$ cat config.mk
export PLATFORM = sky130hd
export DESIGN_NAME = interpolated_line_rasterizer
export DESIGN_NICKNAME = d
export VERILOG_FILES = /design/src/sv/ilr_pkg.sv /design/src/sv/ilr_ctrl.sv /design/src/sv/ilr_dp.sv /design/src/sv/interpolated_line_rasterizer.sv
export SDC_FILE = /design/constraint.sdc
export NUM_CORES = 1
export LEC_CHECK = 0
export BUFFER_PORTS_ARGS = -buffer_cell sky130_fd_sc_hd__buf_4
export CAP_MARGIN = 30
export CORE_ASPECT_RATIO = 2
export CORE_MARGIN = 1
export CORE_UTILIZATION = 35
export DETAILED_ROUTE_END_ITERATION = 10
export PLACE_DENSITY = 0.57
export SETUP_SLACK_MARGIN = 0.5
export SYNTH_ARGS = -nofsm -noshare
export SYNTH_HDL_FRONTEND = slang
export SYNTH_SLANG_ARGS = --single-unit
$ cat constraint.sdc
create_clock -name i_clk -period 12.6 [get_ports i_clk]
set_input_delay 0.63 -clock i_clk [delete_from_list [all_inputs] [get_ports i_clk]]
set_output_delay 0.63 -clock i_clk [all_outputs]
set_load 0.02 [all_outputs]
$ cat src/sv/ilr_pkg.sv
// Shared types and constants for the interpolated line rasterizer.
// No dependencies; imported by every module of the block.
package ilr_pkg;

    // Coordinate width fixed by the transaction format
    localparam int COORD_W = 7;
    // Quotient bits produced by the setup divider, one per cycle
    localparam int DIV_STEPS = COORD_W;
    localparam int DIV_CNT_W = $clog2(DIV_STEPS);

    // One line command
    typedef struct packed {
        logic [COORD_W-1:0] start_row;
        logic [COORD_W-1:0] start_col;
        logic [COORD_W-1:0] end_row;
        logic [COORD_W-1:0] end_col;
    } t_line_cmd;

    // One result: two dots of the line
    typedef struct packed {
        logic [COORD_W-1:0] dot_a_row;
        logic [COORD_W-1:0] dot_a_col;
        logic [COORD_W-1:0] dot_b_row;
        logic [COORD_W-1:0] dot_b_col;
        logic               dot_b_valid;
        logic               last_pair;
    } t_dot_pair;

    // Commands from controller to datapath
    typedef struct packed {
        logic load;       // capture endpoints and set up the divider
        logic div_step;   // one restoring-division step
        logic div_last;   // final division step; also clears the walk state
        logic step;       // produce one dot and advance
    } t_dp_cmd;

    // Status from datapath to controller
    typedef struct packed {
        logic at_last;    // current dot is the line's end point
    } t_dp_stat;

endpackage

$ cat src/sv/ilr_ctrl.sv
// Sequencer for the line rasterizer: idle, divide setup, dot walk.
// Depends on ilr_pkg for the command and status structs.
module ilr_ctrl
    import ilr_pkg::*;
(
    input  logic     i_clk,
    input  logic     i_rst_n,
    input  logic     start,
    output logic     busy,
    output t_dp_cmd  o_cmd,
    input  t_dp_stat i_stat
);

    localparam logic [1:0] ST_IDLE = 2'd0;
    localparam logic [1:0] ST_DIV  = 2'd1;
    localparam logic [1:0] ST_WALK = 2'd2;

    localparam logic [DIV_CNT_W-1:0] CNT_INIT = DIV_CNT_W'(DIV_STEPS - 1);

    logic [1:0]           r_state, n_state;
    logic [DIV_CNT_W-1:0] r_cnt, n_cnt;

    assign busy = (r_state != ST_IDLE);

    // Next state and commands
    always_comb begin
        n_state = r_state;
        n_cnt   = r_cnt;
        o_cmd   = '0;
        unique case (r_state)
            ST_IDLE: begin
                if (start) begin
                    o_cmd.load = 1'b1;
                    n_cnt      = CNT_INIT;
                    n_state    = ST_DIV;
                end
            end
            ST_DIV: begin
                o_cmd.div_step = 1'b1;
                if (r_cnt == '0) begin
                    o_cmd.div_last = 1'b1;
                    n_state        = ST_WALK;
                end else begin
                    n_cnt = r_cnt - 1'b1;
                end
            end
            ST_WALK: begin
                o_cmd.step = 1'b1;
                if (i_stat.at_last) begin
                    n_state = ST_IDLE;
                end
            end
            default: begin
                n_state = ST_IDLE;
            end
        endcase
    end

    always_ff @(posedge i_clk) begin
        if (!i_rst_n) begin
            r_state <= ST_IDLE;
            r_cnt   <= '0;
        end else begin
            r_state <= n_state;
            r_cnt   <= n_cnt;
        end
    end

endmodule

$ cat src/sv/ilr_dp.sv
// Datapath for the line rasterizer: endpoint setup, serial divider,
// incremental quotient walk and dot pairing. Depends on ilr_pkg.
module ilr_dp
    import ilr_pkg::*;
#(
    parameter int COORD_MAX = 127
) (
    input  logic      i_clk,
    input  logic      i_rst_n,
    input  t_line_cmd i_line,
    input  t_dp_cmd   i_cmd,
    output t_dp_stat  o_stat,
    output logic      o_strobe,
    output t_dot_pair o_result
);

    localparam logic [COORD_W-1:0] MAX_C = COORD_W'(COORD_MAX);

    function automatic logic [COORD_W-1:0] clamp(input logic [COORD_W-1:0] v);
        clamp = (v > MAX_C) ? MAX_C : v;
    endfunction

    // Endpoint setup (combinational, captured on load)
    logic [COORD_W-1:0] r1, c1, r2, c2;
    logic               row_major;
    logic [COORD_W-1:0] maj_s, maj_e, min_s, min_e;

    always_comb begin
        r1        = clamp(i_line.start_row);
        c1        = clamp(i_line.start_col);
        r2        = clamp(i_line.end_row);
        c2        = clamp(i_line.end_col);
        row_major = (r1 != r2);
        maj_s     = row_major ? r1 : c1;
        maj_e     = row_major ? r2 : c2;
        min_s     = row_major ? c1 : r1;
        min_e     = row_major ? c2 : r2;
    end

    // Line geometry
    logic               r_row_major;
    logic               r_maj_dn;
    logic [COORD_W-1:0] r_maj, r_maj_end;
    logic               r_min_neg;
    logic [COORD_W-1:0] r_min_base;
    logic [COORD_W-1:0] r_run;

    // Divider: span / run
    logic [COORD_W-1:0] r_dvd, r_prem, r_quo;
    logic [COORD_W:0]   div_trial;
    logic               div_ge;

    assign div_trial = {r_prem, r_dvd[COORD_W-1]};
    assign div_ge    = (div_trial >= {1'b0, r_run});

    // Walk accumulators: floor(i * span / run) and its remainder
    logic [COORD_W-1:0] r_acc_q, r_acc_r;
    logic [COORD_W:0]   sum_r;
    logic               rem_wrap;
    logic [COORD_W-1:0] cur_min, cur_row, cur_col;

    assign sum_r    = {1'b0, r_acc_r} + {1'b0, r_prem};
    assign rem_wrap = (sum_r >= {1'b0, r_run});
    assign cur_min  = r_min_neg ? (r_min_base - r_acc_q) : (r_min_base + r_acc_q);
    assign cur_row  = r_row_major ? r_maj : cur_min;
    assign cur_col  = r_row_major ? cur_min : r_maj;

    assign o_stat.at_last = (r_maj == r_maj_end);

    // Geometry, divider and walk registers
    always_ff @(posedge i_clk) begin
        if (i_cmd.load) begin
            r_row_major <= row_major;
            r_maj       <= maj_s;
            r_maj_end   <= maj_e;
            r_maj_dn    <= (maj_e < maj_s);
            r_run       <= (maj_e < maj_s) ? (maj_s - maj_e) : (maj_e - maj_s);
            r_min_base  <= min_s;
            r_min_neg   <= (min_e < min_s);
            r_dvd       <= (min_e < min_s) ? (min_s - min_e) : (min_e - min_s);
            r_prem      <= '0;
            r_quo       <= '0;
        end
        if (i_cmd.div_step) begin
            r_dvd  <= {r_dvd[COORD_W-2:0], 1'b0};
            r_prem <= div_ge ? COORD_W'(div_trial - {1'b0, r_run}) : div_trial[COORD_W-1:0];
            r_quo  <= {r_quo[COORD_W-2:0], div_ge};
        end
        if (i_cmd.div_last) begin
            r_acc_q <= '0;
            r_acc_r <= '0;
        end
        if (i_cmd.step) begin
            r_maj   <= r_maj_dn ? (r_maj - 1'b1) : (r_maj + 1'b1);
            r_acc_r <= rem_wrap ? COORD_W'(sum_r - {1'b0, r_run}) : sum_r[COORD_W-1:0];
            r_acc_q <= r_acc_q + r_quo + COORD_W'(rem_wrap);
        end
    end

    // Dot pairing: hold the earlier dot, emit on the later one or at line end
    logic               r_phase;
    logic [COORD_W-1:0] r_a_row, r_a_col;

    always_ff @(posedge i_clk) begin
        if (!i_rst_n) begin
            r_phase  <= 1'b0;
            o_strobe <= 1'b0;
        end else begin
            o_strobe <= i_cmd.step & (r_phase | o_stat.at_last);
            if (i_cmd.div_last) begin
                r_phase <= 1'b0;
            end
            if (i_cmd.step) begin
                r_phase <= ~r_phase;
            end
        end
    end

    always_ff @(posedge i_clk) begin
        if (i_cmd.step) begin
            if (!r_phase) begin
                r_a_row              <= cur_row;
                r_a_col              <= cur_col;
                o_result.dot_a_row   <= cur_row;
                o_result.dot_a_col   <= cur_col;
                o_result.dot_b_row   <= '0;
                o_result.dot_b_col   <= '0;
                o_result.dot_b_valid <= 1'b0;
                o_result.last_pair   <= 1'b1;
            end else begin
                o_result.dot_a_row   <= r_a_row;
                o_result.dot_a_col   <= r_a_col;
                o_result.dot_b_row   <= cur_row;
                o_result.dot_b_col   <= cur_col;
                o_result.dot_b_valid <= 1'b1;
                o_result.last_pair   <= o_stat.at_last;
            end
        end
    end

endmodule

$ cat src/sv/interpolated_line_rasterizer.sv
// Top level of the interpolated line rasterizer.
// Depends on ilr_pkg, ilr_ctrl and ilr_dp.
//
// A line command is taken when start is high and busy is low. After a
// serial division of the minor span by the major run, the walk produces
// one dot per cycle; busy stays high through the division and the walk,
// and a new command can be taken in the first cycle with busy low. Dots
// come out two per transaction on o_result, marked by a one-cycle o_strobe,
// one for each pair of dots in the walk; a lone final dot of an odd line
// follows the pair before it in the next cycle, and the final transaction
// shows in the first cycle with busy low. The receiver cannot stall and
// must take each transaction as it appears.
// Coordinates above COORD_MAX are saturated to COORD_MAX.
module interpolated_line_rasterizer
    import ilr_pkg::*;
#(
    parameter int COORD_MAX = 127
) (
    input  logic      i_clk,
    input  logic      i_rst_n,
    input  logic      start,
    output logic      busy,
    input  t_line_cmd i_line,
    output logic      o_strobe,
    output t_dot_pair o_result
);

    t_dp_cmd  dp_cmd;
    t_dp_stat dp_stat;

    // Sequencer
    ilr_ctrl u_ctrl (
        .i_clk   (i_clk),
        .i_rst_n (i_rst_n),
        .start   (start),
        .busy    (busy),
        .o_cmd   (dp_cmd),
        .i_stat  (dp_stat)
    );

    // Arithmetic and output register
    ilr_dp #(
        .COORD_MAX (COORD_MAX)
    ) u_dp (
        .i_clk    (i_clk),
        .i_rst_n  (i_rst_n),
        .i_line   (i_line),
        .i_cmd    (dp_cmd),
        .o_stat   (dp_stat),
        .o_strobe (o_strobe),
        .o_result (o_result)
    );

endmodule

After elaboration in Yosys (flattened, before gate mapping)

Cells that the tools add are included.
W data, S select, Z words.

Register bits after elaboration: 117
Input port bits: 31
Output and inout bits: 32
Word-level logic and storage cells: 109

Add/subtract/negate cells: 14
Magnitude comparators: 8
Equal/unequal tests: 8
Mux-type cells: 41
Bitwise gates (word level): 3
Reduce and logical (&&, ||, !) cells: 10

Operator list:

| cell                  | count |
|---|---|
| $mux W7               | 26 |
| $sub A7 B7 Y7         | 7 |
| $mux W30              | 1 |
| $gt A7 B7 Y1 const B  | 4 |
| $ge A8 B7 Y1          | 2 |
| $add A7 B7 Y7         | 2 |
| $lt A7 B7 Y1          | 2 |
| $reduce_bool A2 Y1    | 5 |
| $add A7 B7 Y8         | 1 |
| $mux W2               | 4 |
| $add A7 B1 Y7         | 1 |
| $add A7 B1 Y7 const B | 1 |
| $eq A7 B7 Y1          | 1 |
| $ne A7 B7 Y1          | 1 |
| $sub A7 B1 Y7 const B | 1 |
| $mux W1               | 6 |
| $mux W3               | 2 |
| $pmux W2 S3           | 1 |
| $pmux W3 S2           | 1 |
| $reduce_and A3 Y1     | 2 |
| $ne A2 B1 Y1 const B  | 2 |
| $ne A2 B2 Y1 const B  | 2 |
| $logic_not A3 Y1      | 1 |
| $sub A3 B1 Y3 const B | 1 |
| 7 further kinds       | 7 |

Logic depth before layout (Yosys ltp)

Gate-level depths: netlist (run 1).

Depth in word-level cells: 8
Mapped depth: 20
Depth with buffers taken out: 20

Modules after synthesis

From an unflattened synthesis (run 1), not the netlist that was laid out.

Cells, all modules: 736
Area total of the unflattened synthesis: 7900.1 um^2

By module, submodules not included:

| module   | times used | cells each | area an instance (um^2) | seq. area each (um^2) |
|---|---|---|---|---|
| ilr_dp   | 1          | 703        | 7601.0                  | 3333.2 |
| ilr_ctrl | 1          | 33         | 299.0                   | 100.1 |

Worst setup path after synthesis (run 1)

OpenSTA, ideal clock, no wires.

Kind: reg-to-reg
Start: register u_dp.r_prem[0]
End: register u_dp.r_acc_q[6] (data pin)
Setup time: 0.270 ns
Arrival: 4.108 ns
Data required time: 12.330 ns
Path slack: 8.222 ns
Cell stages (with the launch flop): 20
Buffers on the path: 0
Clock period less this slack: 4.378 ns
Cells stage by stage: edfxtp_1 ha_1 fa_1 a21o_1 a21oi_1 xnor2_1 ha_1 nand4_1 o21ai_0 a21oi_1 o2bb2ai_2 inv_1 fa_1 fa_1 nor2b_1 o21ai_0 a21boi_0 o21a_1 or3_1 a21oi_1

Word-level cells in the longest chain between the ends: 4

Ends and longest elaborated chain:

| item                     | line         | RTL |
|---|---|---|
| start: declaration       | ilr_dp.sv:49 | `logic [COORD_W-1:0] r_dvd, r_prem, r_quo;` |
| start signal: assignment | ilr_dp.sv:86 | `r_prem <= div_ge ? COORD_W'(div_trial - {1'b0, r_run}) : div_trial[COORD_W-1:0];` |
| $add A7 B7 Y8            | ilr_dp.sv:62 | `assign sum_r = {1'b0, r_acc_r} + {1'b0, r_prem};` |
| $ge A8 B7 Y1             | ilr_dp.sv:63 | `assign rem_wrap = (sum_r >= {1'b0, r_run});` |
| $add A7 B1 Y7            | ilr_dp.sv:96 | `r_acc_q <= r_acc_q + r_quo + COORD_W'(rem_wrap);` |
| $mux W7                  | ilr_dp.sv:93 | `if (i_cmd.step) begin` |
| end signal: assignment   | ilr_dp.sv:96 |  |
| end: declaration         | ilr_dp.sv:57 | `logic [COORD_W-1:0] r_acc_q, r_acc_r;` |

Every way passes these cells.
A chain may end at the register's enable or synchronous reset.

Worst setup path in the final report (run 1)

Ends and elaborated chain as after synthesis.

==> results of run 1 <==
## state kept, by name, indices dropped and copies added, names as in the netlist, 2 cells and up
name             flops
u_dp.r_min_base      7
u_ctrl.r_state       2
u_dp.r_acc_r         7
u_dp.r_a_col         7
u_dp.r_quo           7
u_dp.r_run           7
u_dp.r_dvd           7
u_dp.r_a_row         7
u_dp.o_result       30
u_ctrl.r_cnt         3
u_dp.r_maj_end       7
u_dp.r_maj           7
u_dp.r_prem          7
u_dp.r_acc_q         7
## cells in the final DEF, fill, tap and decap left out, drive strengths merged, types with 9 or more instances in the layout
master / n
nor3: 10
inv: 84
xnor2: 30
buf: 70
clkbuf: 18
a21oi: 40
nor2: 47
edfxtp: 109
xor2: 15
ha: 66
and2: 14
mux2: 27
a21boi: 10
nor2b: 15
o21ai: 32
mux2i: 36
nand2: 28
o21a: 9
nand2b: 9
fa: 11
## Yosys cell counts (3+ instances only)
| cell | n |
|---|---|
| sky130_fd_sc_hd__a21o_1 | 8 |
| sky130_fd_sc_hd__nor3_1 | 10 |
| sky130_fd_sc_hd__o2111ai_1 | 4 |
| sky130_fd_sc_hd__a21boi_0 | 9 |
| sky130_fd_sc_hd__o221ai_1 | 3 |
| sky130_fd_sc_hd__xnor2_1 | 30 |
| sky130_fd_sc_hd__o31ai_1 | 3 |
| sky130_fd_sc_hd__xor2_1 | 15 |
| sky130_fd_sc_hd__nor3b_1 | 7 |
| sky130_fd_sc_hd__nand2b_1 | 9 |
| sky130_fd_sc_hd__a21oi_1 | 38 |
| sky130_fd_sc_hd__o21ai_0 | 30 |
| sky130_fd_sc_hd__a211oi_1 | 6 |
| sky130_fd_sc_hd__nand4_1 | 6 |
| sky130_fd_sc_hd__buf_1 | 3 |
| sky130_fd_sc_hd__and3_1 | 7 |
| sky130_fd_sc_hd__o21a_1 | 9 |
| sky130_fd_sc_hd__edfxtp_1 | 109 |
| sky130_fd_sc_hd__clkbuf_1 | 11 |
| sky130_fd_sc_hd__inv_1 | 82 |
| sky130_fd_sc_hd__o21bai_1 | 3 |
| sky130_fd_sc_hd__nor4b_1 | 3 |
| sky130_fd_sc_hd__nand2_1 | 28 |
| sky130_fd_sc_hd__and2_1 | 14 |
| sky130_fd_sc_hd__a31oi_1 | 4 |
| sky130_fd_sc_hd__nor2_1 | 46 |
| sky130_fd_sc_hd__ha_1 | 66 |
| sky130_fd_sc_hd__o211ai_1 | 7 |
| sky130_fd_sc_hd__nand3_1 | 7 |
| sky130_fd_sc_hd__mux2i_1 | 36 |
| sky130_fd_sc_hd__dfxtp_1 | 8 |
| sky130_fd_sc_hd__mux2_2 | 27 |
| sky130_fd_sc_hd__fa_1 | 11 |
| sky130_fd_sc_hd__nor2b_1 | 15 |
| sky130_fd_sc_hd__a2111oi_0 | 3 |
## worst max-delay path: cells and delay by family (launching register included)
kind / cells / cell delay (ps)
flip-flops: 1 / 420
XOR/XNOR: 1 / 130
AND/OR/NAND/NOR: 3 / 360
buffers and inverters: 1 / 110
AO/OA/AOI/OAI: 9 / 1700
adder cells (fa/ha/maj): 5 / 1850
## cell type report
class / instances / share of cell area (%)
multi-input cells: 498 / 43.4
clock buffers: 18 / 4.67
flip-flops and latches: 117 / 37.4
inverters: 83 / 3.39
well taps: 276 / 3.76
clock inverters: 13 / 1.47
repair buffers: 70 / 5.98
## stage by stage
step / hold WS [ps] / power, uW / instance area, sq um / std cells / setup WS (ps)
floorplan: 406 / 919 / 7810 / 717 / 8220
global placement: 459 / 1060 / 8580 / 1042 / 7880
detailed placement: 464 / 1070 / 8600 / 1043 / 7810
CTS: 464 / 1540 / 9160 / 1074 / 7760
global route: 488 / 1620 / 9190 / 1075 / 7340
finish: 471 / 1530 / 9190 / 1075 / 7760
## metal layers
layer,wire length [microns],global-route usage (%),share of wire (%),vias to the layer above
met5,0,0,0,-
met4,864,11.3,4.7,0
met3,347,2.56,1.9,47
met2,10800,35.2,59,95
met1,6290,15.2,34,2642
li1,-,-,-,2729
## cell families (layout without fill, tap and decap cells)
family | count (synthesis) | in the layout | synth area share, %
simple gates | 163 | 163 | 10.9
compound gates | 150 | 150 | 13.1
flops | 117 | 117 | 43.9
buf+inv | 102 | 184 | 5.12
fa+ha+maj | 77 | 77 | 13.4
mux | 63 | 63 | 8.50
xor+xnor | 45 | 45 | 5.04
## power by group through the flow
stage | Clock [uW] | Sequential (uW) | Combinational (uW)
after floorplan | 0 | 525 | 394
after global placement | 0 | 530 | 533
after detailed placement | 0 | 531 | 536
after CTS | 475 | 523 | 539
after global routing | 487 | 528 | 602
final | 468 | 522 | 536
## worst min-delay path by stage
stage / slack [ps] / end / depth (start not counted) / start
global route: 490 / u_ctrl.r_state[1] / 2 / i_rst_n
floorplan: 410 / u_dp.o_result[1] / 0 / u_dp.r_phase
global placement: 460 / u_dp.r_dvd[0] / 2 / u_dp.r_dvd[0]
finish: 470 / u_ctrl.r_state[0] / 2 / i_rst_n
detailed placement: 460 / u_dp.r_dvd[0] / 2 / u_dp.r_dvd[0]
CTS: 460 / u_ctrl.r_state[0] / 2 / i_rst_n
==> results.md, run 1 <==
- Status: finished clean
- Hold-fix buffers at CTS: 0
- LEAKAGE: 0.00389 uW
- Kind of end point of the critical path: register
- Post-synthesis sequential area ratio: 43.9%
- Area of the die: 23000 sq um
- IO Pins: 63
- Synth warn: 0
- Number of pins exceeding their max-slew limit in the final report: 0
- Syn_nets: 825
- Clock tree buffer depth: 2
- Peak fanout along the critical path: 10
- Post-synthesis area per instance: 10.9 sq um
- Final global-route overflow total: 0
- EDFF count, synth: 109
- Total net switching power: 517 uW
- Most area-consuming cells after synthesis: sky130_fd_sc_hd__edfxtp_1, sky130_fd_sc_hd__ha_1, sky130_fd_sc_hd__mux2i_1, sky130_fd_sc_hd__inv_1, sky130_fd_sc_hd__mux2_2
- Final estimated routing congestion in global placement: 0.827
- Worst setup path start: u_dp.r_prem[0]
- Number of distinct library cells after synthesis: 66
- Final setup violation count: 0
- Instance count of the mapped netlist: 717
- Post-route core utilization: 41.8%
- Drt pass-1 iters: 4
- Post-synthesis sequential element count: 117
- Data arrival time of the critical path: 5000 ps
- Period utilization: 38.4%
- Post-CTS Setup Bufs: 0
- Leading register cell type out of synthesis: sky130_fd_sc_hd__edfxtp_1
- Initial core utilization: 35.6%
- Total count of hold-check failures in the final report: 0
- Category of the worst setup path launch point: register
- Dominant cell type by area after synthesis: sky130_fd_sc_hd__edfxtp_1
- Initial detailed-routing violation count: 157
- # diodes: 0
- Worst Reg2Reg Path Length in Cells: 19
- Footprint of the flip-flops and latches: 3430 sq um
- Routed vias/inst: 5.13
- Area growth from synthesis to layout: 17.6%
- Ys async rst share: 0%
- Number of rows created at floorplan: 77
- Endpoint of the worst-slack reg-to-reg timing path: u_dp.r_acc_q[6]
- RSZ-0062 raised after global routing: false
- PwrDens: 166 nW/um^2
- Slew at the pin closest to its max-slew limit: 914 ps
- Internal: 1010 uW
- Quantity of I/O buffers inserted on ports: 62
- Critical path class: reg2reg
- Via count of the first global-routing pass: 5865
- Type of the worst min-delay path: in2reg
- Achievable clock frequency: 207 MHz
- CP Capture Point: u_dp.r_acc_q[6]
- DRC: 0
- MaxCap Viol Count: 0
- Final worst clock skew: 15.8 ps
- Number of routed nets with antenna violations: 0
- Share of cells above drive strength 1: 17.6%
- Final-stage net count: 895
- Skew-Pair Late Insertion Delay: 430 ps
- Layout filler cell count: 2157
- Crit path largest cell delay: 450 ps
- Routed wire length: 18.3 mm
- Total number of vias: 5513
- Multi-input combinational cell area: 3980 sq um
- Register-to-register path setup slack: 7760 ps
- Post_cts resized: 0
- Clock share of power: 30.7%
- Maximum vdd ir drop: 0.0000939 V
- Clock tree from TritonCTS: yes
- Die Span Y: 213 microns
- Required time at the worst-slack endpoint: 12760 ps
- Die width: 108 microns
- Number of buffers added by the clock tree synthesis step: 17
- Final sum of negative setup slack: 0 ps
- First-pass GRT wire length: 29.5 mm
- Number of antenna violations at the first check in global routing: 0
- Clock slew seen by the registers of the worst setup and hold paths: 60 ps
- H-tree depth: 4
- Netlist area before placement: 7810 sq um
- Avg WL per Cell: 17.0 microns
- Time the worst path needs with I/O delays and setup: 4840 ps
- Worst path cell trace: ha_1 -> fa_1 -> a21o_1 -> a21oi_1 -> xnor2_1 -> ha_1 -> nand4_1 -> o21ai_0 -> a21oi_1 -> o2bb2ai_2 -> inv_1 -> fa_1 -> fa_1 -> nor2b_1 -> o21ai_0 -> a21boi_0 -> o21a_1 -> or3_1 -> a21oi_1
- Sequential group share of total power: 34.2%
- Global router's overall resource usage: 17.4%
- Largest net degree at the start of global routing: 35
- Clock root cell: sky130_fd_sc_hd__clkbuf_16
- Crit-path slowest cell: sky130_fd_sc_hd__o2bb2ai_2
- Area of the placeable core: 22000 sq um
- Switching power as a share of total power: 33.9%
- Part of the power in combinational logic: 35.1%
- Max-Slew Margin vs Limit: 38.5%
- Post-detail-place hpwl: 14.5 mm
- Reg-to-reg critical path startpoint: u_dp.r_prem[0]
- Clk sink count: 117
- Share of the synthesized area in the top cell type: 41.9%
Note: power is estimated with default switching activity, not from simulation.
==> inputs of run 2 (changes only) <==
--- a/config.mk
+++ b/config.mk
@@ -5,6 +5,7 @@
 export SDC_FILE = /design/constraint.sdc
 export NUM_CORES = 1
 export LEC_CHECK = 0
+export ABC_AREA = 1
 export BUFFER_PORTS_ARGS = -buffer_cell sky130_fd_sc_hd__buf_4
 export CAP_MARGIN = 30
 export CORE_ASPECT_RATIO = 2
==> constraint.sdc (replaced) <==
create_clock -name i_clk -period 4.47 [get_ports i_clk]
set_input_delay 0.2235 -clock i_clk [delete_from_list [all_inputs] [get_ports i_clk]]
set_output_delay 0.2235 -clock i_clk [all_outputs]
set_load 0.02 [all_outputs]
==> run 2 against run 1 <==
Effect of this change: routed wire length is 3.2% higher; critical path depth increased by 5; clock skew is 7.4 ps lower; synthesized cell count rose by 33%; sequential power increased to 2.8 times the previous value; area after synthesis grew 3.5%; first-iteration DRC count grew 35%; register-to-register slack worse by 7000 ps; final cell count rose by 23%; critical path type unchanged.
==> results.md, run 2 <==
- Status: finished clean
- Number of pins exceeding their max-slew limit in the final report: 0
- Final estimated routing congestion in global placement: 0.925
- Reg-to-reg critical path startpoint: u_dp.r_prem[0]
- Number of distinct library cells after synthesis: 40
- Routed vias/inst: 4.84
- H-tree depth: 4
- Quantity of I/O buffers inserted on ports: 62
- Post-synthesis sequential element count: 117
- Multi-input combinational cell area: 4030 sq um
- Final sum of negative setup slack: 0 ps
- Clock slew seen by the registers of the worst setup and hold paths: 60 ps
- Worst setup path start: u_dp.r_prem[0]
- Time the worst path needs with I/O delays and setup: 3750 ps
- Avg WL per Cell: 14.3 microns
- EDFF count, synth: 109
- Type of the worst min-delay path: in2reg
- Top reg by flops: u_dp.o_result
- Largest net degree at the start of global routing: 45
- Clk sink count: 117
- Most repeated cell in the gate-level netlist after synthesis: sky130_fd_sc_hd__nand2_1
- Number of routed nets with antenna violations: 0
- Register-to-register path setup slack: 720 ps
- Slew at the pin closest to its max-slew limit: 895 ps
- RSZ-0062 raised after global routing: false
- Achievable clock frequency: 266 MHz
- Area fraction in and, or, nand and nor cells after synthesis: 20.5%
- Final global-route overflow total: 0
- Hold slack: 65.9 ps
- Combinational family with the most area after synthesis: simple AND/OR/NAND/NOR gates
- Area of the die: 23800 sq um
- IO Pins: 63
- Layout filler cell count: 2290
- Most area-consuming cells after synthesis: sky130_fd_sc_hd__edfxtp_1, sky130_fd_sc_hd__nand2_1, sky130_fd_sc_hd__ha_1, sky130_fd_sc_hd__inv_1, sky130_fd_sc_hd__nor2_1
- Dominant cell type by area after synthesis: sky130_fd_sc_hd__edfxtp_1
- Period utilization: 84.0%
- Top library cells by usage in the layout, fill and taps aside: sky130_fd_sc_hd__nand2_1, sky130_fd_sc_hd__inv_1, sky130_fd_sc_hd__edfxtp_1
- Endpoint, Worst Hold: u_dp.r_phase
- Clock tree from TritonCTS: yes
- First-pass GRT wire length: 30.4 mm
- Share of cells above drive strength 1: 14.1%
- Maximum vdd ir drop: 0.000339 V
- Compound-cell area share of the yosys netlist: 9.50%
- Final-stage net count: 1132
- Number of antenna violations at the first check in global routing: 0
- Clock root cell: sky130_fd_sc_hd__clkbuf_16
- Post-detail-place hpwl: 15.3 mm
- Ys async rst share: 0%
- Required time at the worst-slack endpoint: 4650 ps
- Area growth from synthesis to layout: 17.8%
- Die Span Y: 217 microns
- Share of the synthesized area in the top cell type: 40.5%
- # diodes: 0
- LEAKAGE: 0.00446 uW
- Routed wire length: 18.9 mm
- Leading register cell type out of synthesis: sky130_fd_sc_hd__edfxtp_1
- Worst Reg2Reg Path Length in Cells: 24
- Hold-fix buffers at CTS: 0
- Initial detailed-routing violation count: 212
- Final worst clock skew: 8.38 ps
- Critical path class: reg2reg
- Top cells by count, synth: sky130_fd_sc_hd__nand2_1, sky130_fd_sc_hd__inv_1, sky130_fd_sc_hd__edfxtp_1
- Worst path cell trace: ha_4 -> fa_2 -> nand3_1 -> nand2_1 -> xnor2_1 -> inv_1 -> ha_4 -> nand2_1 -> inv_2 -> nand3_4 -> nand3_2 -> nand2_2 -> nand3_2 -> inv_1 -> fa_2 -> fa_2 -> inv_2 -> nand3_1 -> nand2_2 -> nand2_1 -> nand2_1 -> a21oi_1 -> nor2_1 -> nor2_1
- Endpoint of the worst-slack reg-to-reg timing path: u_dp.r_acc_q[6]
- Skew-Pair Late Insertion Delay: 430 ps
- Final setup violation count: 0
- Crit path largest cell delay: 430 ps
- Instance count of the mapped netlist: 957
- Drt pass-1 iters: 4
- Synth warn: 0
- Number of buffers added by the clock tree synthesis step: 17
- Most common library cell in the layout ignoring fill and taps: sky130_fd_sc_hd__nand2_1
- Footprint of the flip-flops and latches: 3430 sq um
- Adder and majority gate portion of the synthesized area: 12.9%
- Syn_nets: 1065
- Post-synthesis sequential area ratio: 42.4%
- PwrDens: 471 nW/um^2
- Number of flip-flops in the largest register: 30
- Peak fanout along the critical path: 4
- Worst hold path depth: 2
- Multiplexer fraction of the synthesized cell area: 0%
- Post-synthesis area per instance: 8.45 sq um
- Die width: 109 microns
- Initial core utilization: 35.7%
- Netlist area before placement: 8090 sq um
- Startpoint of the worst hold path: i_rst_n
- Area of the placeable core: 22600 sq um
- Total number of vias: 6380
- XOR/XNOR Fraction of Synth Area: 5.63%
- Max-Slew Margin vs Limit: 40.2%
- Clock tree buffer depth: 2
- Pwr Total: 4490 uW
- Category of the worst setup path launch point: register
- Data arrival time of the critical path: 3940 ps
- MaxCap Viol Count: 0
- DRC: 0
- Most frequent cell on the critical path: sky130_fd_sc_hd__nand2_1
- Kind of end point of the critical path: register
- Via count of the first global-routing pass: 6394
- Crit-path slowest cell: sky130_fd_sc_hd__edfxtp_1
- Number of rows created at floorplan: 78
- Total count of hold-check failures in the final report: 0
- Global router's overall resource usage: 17.2%
## run 2: where the power goes
group | switching (uW) | internal [uW]
Clock | 513 | 825
Sequential | 79.8 | 1390
Combinational | 1040 | 641
Total | 1640 | 2860
## run 2: final cells by class
class / count / area share (%)
multi-input combinational: 661 / 42.3
sequential: 117 / 36.0
inverter: 156 / 6.14
timing repair buffer: 71 / 5.84
clock buffer: 19 / 4.54
tap: 280 / 3.68
clock inverter: 13 / 1.52
## run 2: worst max-delay path by stage
stage / to
after floorplan: u_dp.r_acc_q[6]
after global placement: u_dp.r_acc_q[6]
after detailed placement: u_dp.r_acc_q[6]
after CTS: u_dp.r_acc_q[6]
after global routing: u_dp.r_acc_q[6]
final: u_dp.r_acc_q[6]
## run 2: per-layer routing
layer  vias to the layer above  wire length (microns)  GRT usage (%)
met3                        44                    513           3.50
li1                       3252                      -              -
met5                         -                      0              0
met4                         0                    890           10.6
met1                      2975                   6510           15.3
met2                       109                  11000           33.7
## run 2: critical path, delay by kind of cell, from the launching register on
kind                     cells  cell delay (ps)
buffers and inverters        4              320
AO/OA/AOI/OAI                1               70
flip-flops                   1              430
AND/OR/NAND/NOR             13              940
adder cells (fa/ha/maj)      5             1620
XOR/XNOR                     1              130
## run 2: cells by family (layout without fill, tap and decap cells)
| kind of cell | Yosys count | count (layout) |
|---|---|---|
| AO/OA/AOI/OAI | 135 | 135 |
| buffers and inverters | 179 | 259 |
| adder cells (fa/ha/maj) | 77 | 77 |
| XOR/XNOR | 52 | 52 |
| flip-flops | 117 | 117 |
| AND/OR/NAND/NOR | 397 | 397 |
## run 2: repair_timing
| action | in CTS | in global routing |
|---|---|---|
| gates resized for setup | 2 | 16 |
| setup endpoints to repair | 1 | 3 |
| buffers inserted | 0 | 3 |
| pin swaps | 0 | 4 |
| endpoints found under the hold margin | 0 | 0 |
## run 2: through the flow
stage / util, % / setup slack [ps] / instances / instance area [sq um]
floorplan: - / 570 / 957 / 8090
global placement: 38.8 / 461 / 1280 / 8790
detailed placement: 39.0 / 409 / 1282 / 8830
CTS: 41.6 / 521 / 1314 / 9420
global route: 42.1 / 492 / 1317 / 9530
finish: 42.1 / 715 / 1317 / 9530
==> inputs of run 3 (changes only) <==
--- a/config.mk
+++ b/config.mk
@@ -12,7 +12,7 @@
 export CORE_MARGIN = 1
 export CORE_UTILIZATION = 35
 export DETAILED_ROUTE_END_ITERATION = 10
-export PLACE_DENSITY = 0.57
+export PLACE_DENSITY = 0.59
 export SETUP_SLACK_MARGIN = 0.5
 export SYNTH_ARGS = -nofsm -noshare
 export SYNTH_HDL_FRONTEND = slang
==> constraint.sdc (replaced) <==
create_clock -name i_clk -period 3.2 [get_ports i_clk]
set_input_delay 0.16 -clock i_clk [delete_from_list [all_inputs] [get_ports i_clk]]
set_output_delay 0.16 -clock i_clk [all_outputs]
set_load 0.02 [all_outputs]
==> run 3 against run 2 <==
Effect of this change: the run now ends with negative setup slack left; worst hold slack improved by 28 ps; first-iteration DRC count shrank 3.8%; largest cell class unchanged; critical endpoint unchanged; fmax increased by 4.7%; largest power group unchanged.
==> results.md, run 3 (synthesis gave the netlist of run 2 again) <==
- Status: complete, but fails checks
- Violated checks: negative setup slack
- Final-stage net count: 1195
- Final non-filler cell total: 1380
- Category of the worst setup path launch point: register
- Post-route core utilization: 45.0%
- Top routing layer in use: met4
- Achievable clock frequency: 279 MHz
- Cell count after placement: 1325
- Quantity of I/O buffers inserted on ports: 62
- Minimum setup slack in the final design: -387 ps
- Critical path class: reg2reg
- Number of pins exceeding their max-slew limit in the final report: 0
- Avg WL per Cell: 14.4 microns
- Share of cells above drive strength 1: 22.9%
- Initial detailed-routing violation count: 204
- Routed vias/inst: 4.82
- Number of buffers added by the clock tree synthesis step: 17
- Die width: 109 microns
- Clock root cell: sky130_fd_sc_hd__clkbuf_16
- Top reg by flops: u_dp.o_result
- Layout filler cell count: 2214
- LEAKAGE: 0.00483 uW
- Slew at the pin closest to its max-slew limit: 755 ps
- Worst path cell trace: ha_2 -> fa_2 -> nand3_2 -> nand2_2 -> xnor2_2 -> inv_2 -> ha_4 -> nand2_2 -> inv_2 -> nand3_2 -> nand3_2 -> nand2_2 -> nand3_4 -> inv_2 -> fa_2 -> fa_2 -> inv_2 -> nand3_2 -> nand2_2 -> nand2_2 -> nand2_2 -> a21oi_2 -> nor2_1 -> nor2_1
- Drt pass-1 iters: 5
- Worst-case setup slack after placement: -355 ps
- Kind of end point of the critical path: register
- Area of the placeable core: 22600 sq um
- Peak fanout along the critical path: 3
- Clock slew seen by the registers of the worst setup and hold paths: 60 ps
- Post-detail-place hpwl: 15.6 mm
- Crit-path slowest cell: sky130_fd_sc_hd__edfxtp_1
- Area of the die: 23800 sq um
- Final estimated routing congestion in global placement: 0.914
- PwrDens: 679 nW/um^2
- Area growth from synthesis to layout: 26.0%
- IO Pins: 63
- Final setup violation count: 5
- Most frequent cell on the critical path: sky130_fd_sc_hd__nand2_2
- Required time at the worst-slack endpoint: 3370 ps
- Total number of vias: 6653
- Via count of the first global-routing pass: 6725
- Time the worst path needs with I/O delays and setup: 3590 ps
- First-pass GRT wire length: 31.3 mm
- M1 wire length: 6.90 mm
- Met2 layer wire length in the routed design: 11.2 mm
- Die Span Y: 217 microns
- Clk sink count: 117
- MaxCap Viol Count: 0
- Number of antenna violations at the first check in global routing: 0
- Crit path largest cell delay: 400 ps
- Number of routed nets with antenna violations: 0
- Period utilization: 112%
- Type of the worst min-delay path: in2reg
- Clock tree buffer depth: 2
- Largest net degree at the start of global routing: 49
- Final worst clock skew: 19.3 ps
- Max-Slew Margin vs Limit: 49.6%
- H-tree depth: 4
- DRC: 0
- Maximum vdd ir drop: 0.000468 V
- Skew-Pair Late Insertion Delay: 430 ps
- Clock tree from TritonCTS: yes
- Total count of hold-check failures in the final report: 0
- Data arrival time of the critical path: 3760 ps
- RSZ-0062 raised after global routing: true
- Number of flip-flops in the largest register: 30
- # diodes: 0
- Initial core utilization: 35.7%
- Most common library cell in the layout ignoring fill and taps: sky130_fd_sc_hd__nand2_1
- Final global-route overflow total: 0
- Routed met3 length: 551 microns
- Routed wire length: 19.8 mm
- Top library cells by usage in the layout, fill and taps aside: sky130_fd_sc_hd__nand2_1, sky130_fd_sc_hd__inv_1, sky130_fd_sc_hd__buf_4
- Number of rows created at floorplan: 78
- Global router's overall resource usage: 17.6%
run 3: area by class of cell:
type                    count  area, sq um  area share [%]
clock inverters            13          145            1.42
repair buffers            133         1040            10.3
clock buffers              19          443            4.35
well taps                 280          350            3.44
inverters                 156          586            5.75
multi-input cells         662         4190            41.1
flip-flops and latches    117         3430            33.7
run 3: worst paths after layout:
path | startpoint | endpoint | slack, ps | depth (start not counted)
worst max-delay path | u_dp.r_prem[0] | u_dp.r_acc_q[6] | -390 | 24
worst min-delay path | i_line[6] | u_dp.r_maj_end[6] | 90 | 3
worst max register to register | u_dp.r_prem[0] | u_dp.r_acc_q[6] | -390 | 24
worst min register to register | u_ctrl.r_cnt[2] | u_ctrl.r_cnt[2] | 490 | 2
run 3: metal layers:
metal / track usage, % / up-vias
met5: 0 / -
met4: 12.6 / 0
met3: 3.02 / 55
met2: 33.5 / 139
met1: 15.9 / 3076
li1: - / 3383
run 3: report_power, final:
part | total, uW | switching [uW] | internal (uW)
Combinational | 2990 | 1660 | 1330
Sequential | 2040 | 98.6 | 1940
Clock | 1890 | 718 | 1170
run 3: stage by stage:
step                      power [uW]  area [sq um]  hold slack, ps  setup TNS (ps)
final                           6920         10200            94.1           -1220
after global routing            7350         10200            96.7           -2130
after CTS                       6720          9960            67.3           -1150
after detailed placement        4560          9190             436            -964
after global placement          4530          9190             437            -824
after floorplan                 3770          8150             278            -999
run 3: what timing repair did:
item                       in CTS  in global routing
hold buffers                    1                  0
pin swaps                       4                 11
hold endpoints to repair        2                  0
buffers inserted               11                  9
setup endpoints to repair      16                 49
cloned                          1                  1
gates resized for setup        19                 42
run 3: critical path, delay by kind of cell (launching register included):
| kind | cells | cell delay, ps |
|---|---|---|
| DFF | 1 | 400 |
| adders and majority gates | 5 | 1550 |
| AOI/OAI and AO/OA | 1 | 50 |
| xor gates and xnor gates | 1 | 150 |
| buffers and inverters | 4 | 250 |
| and+or+nand+nor | 13 | 940 |
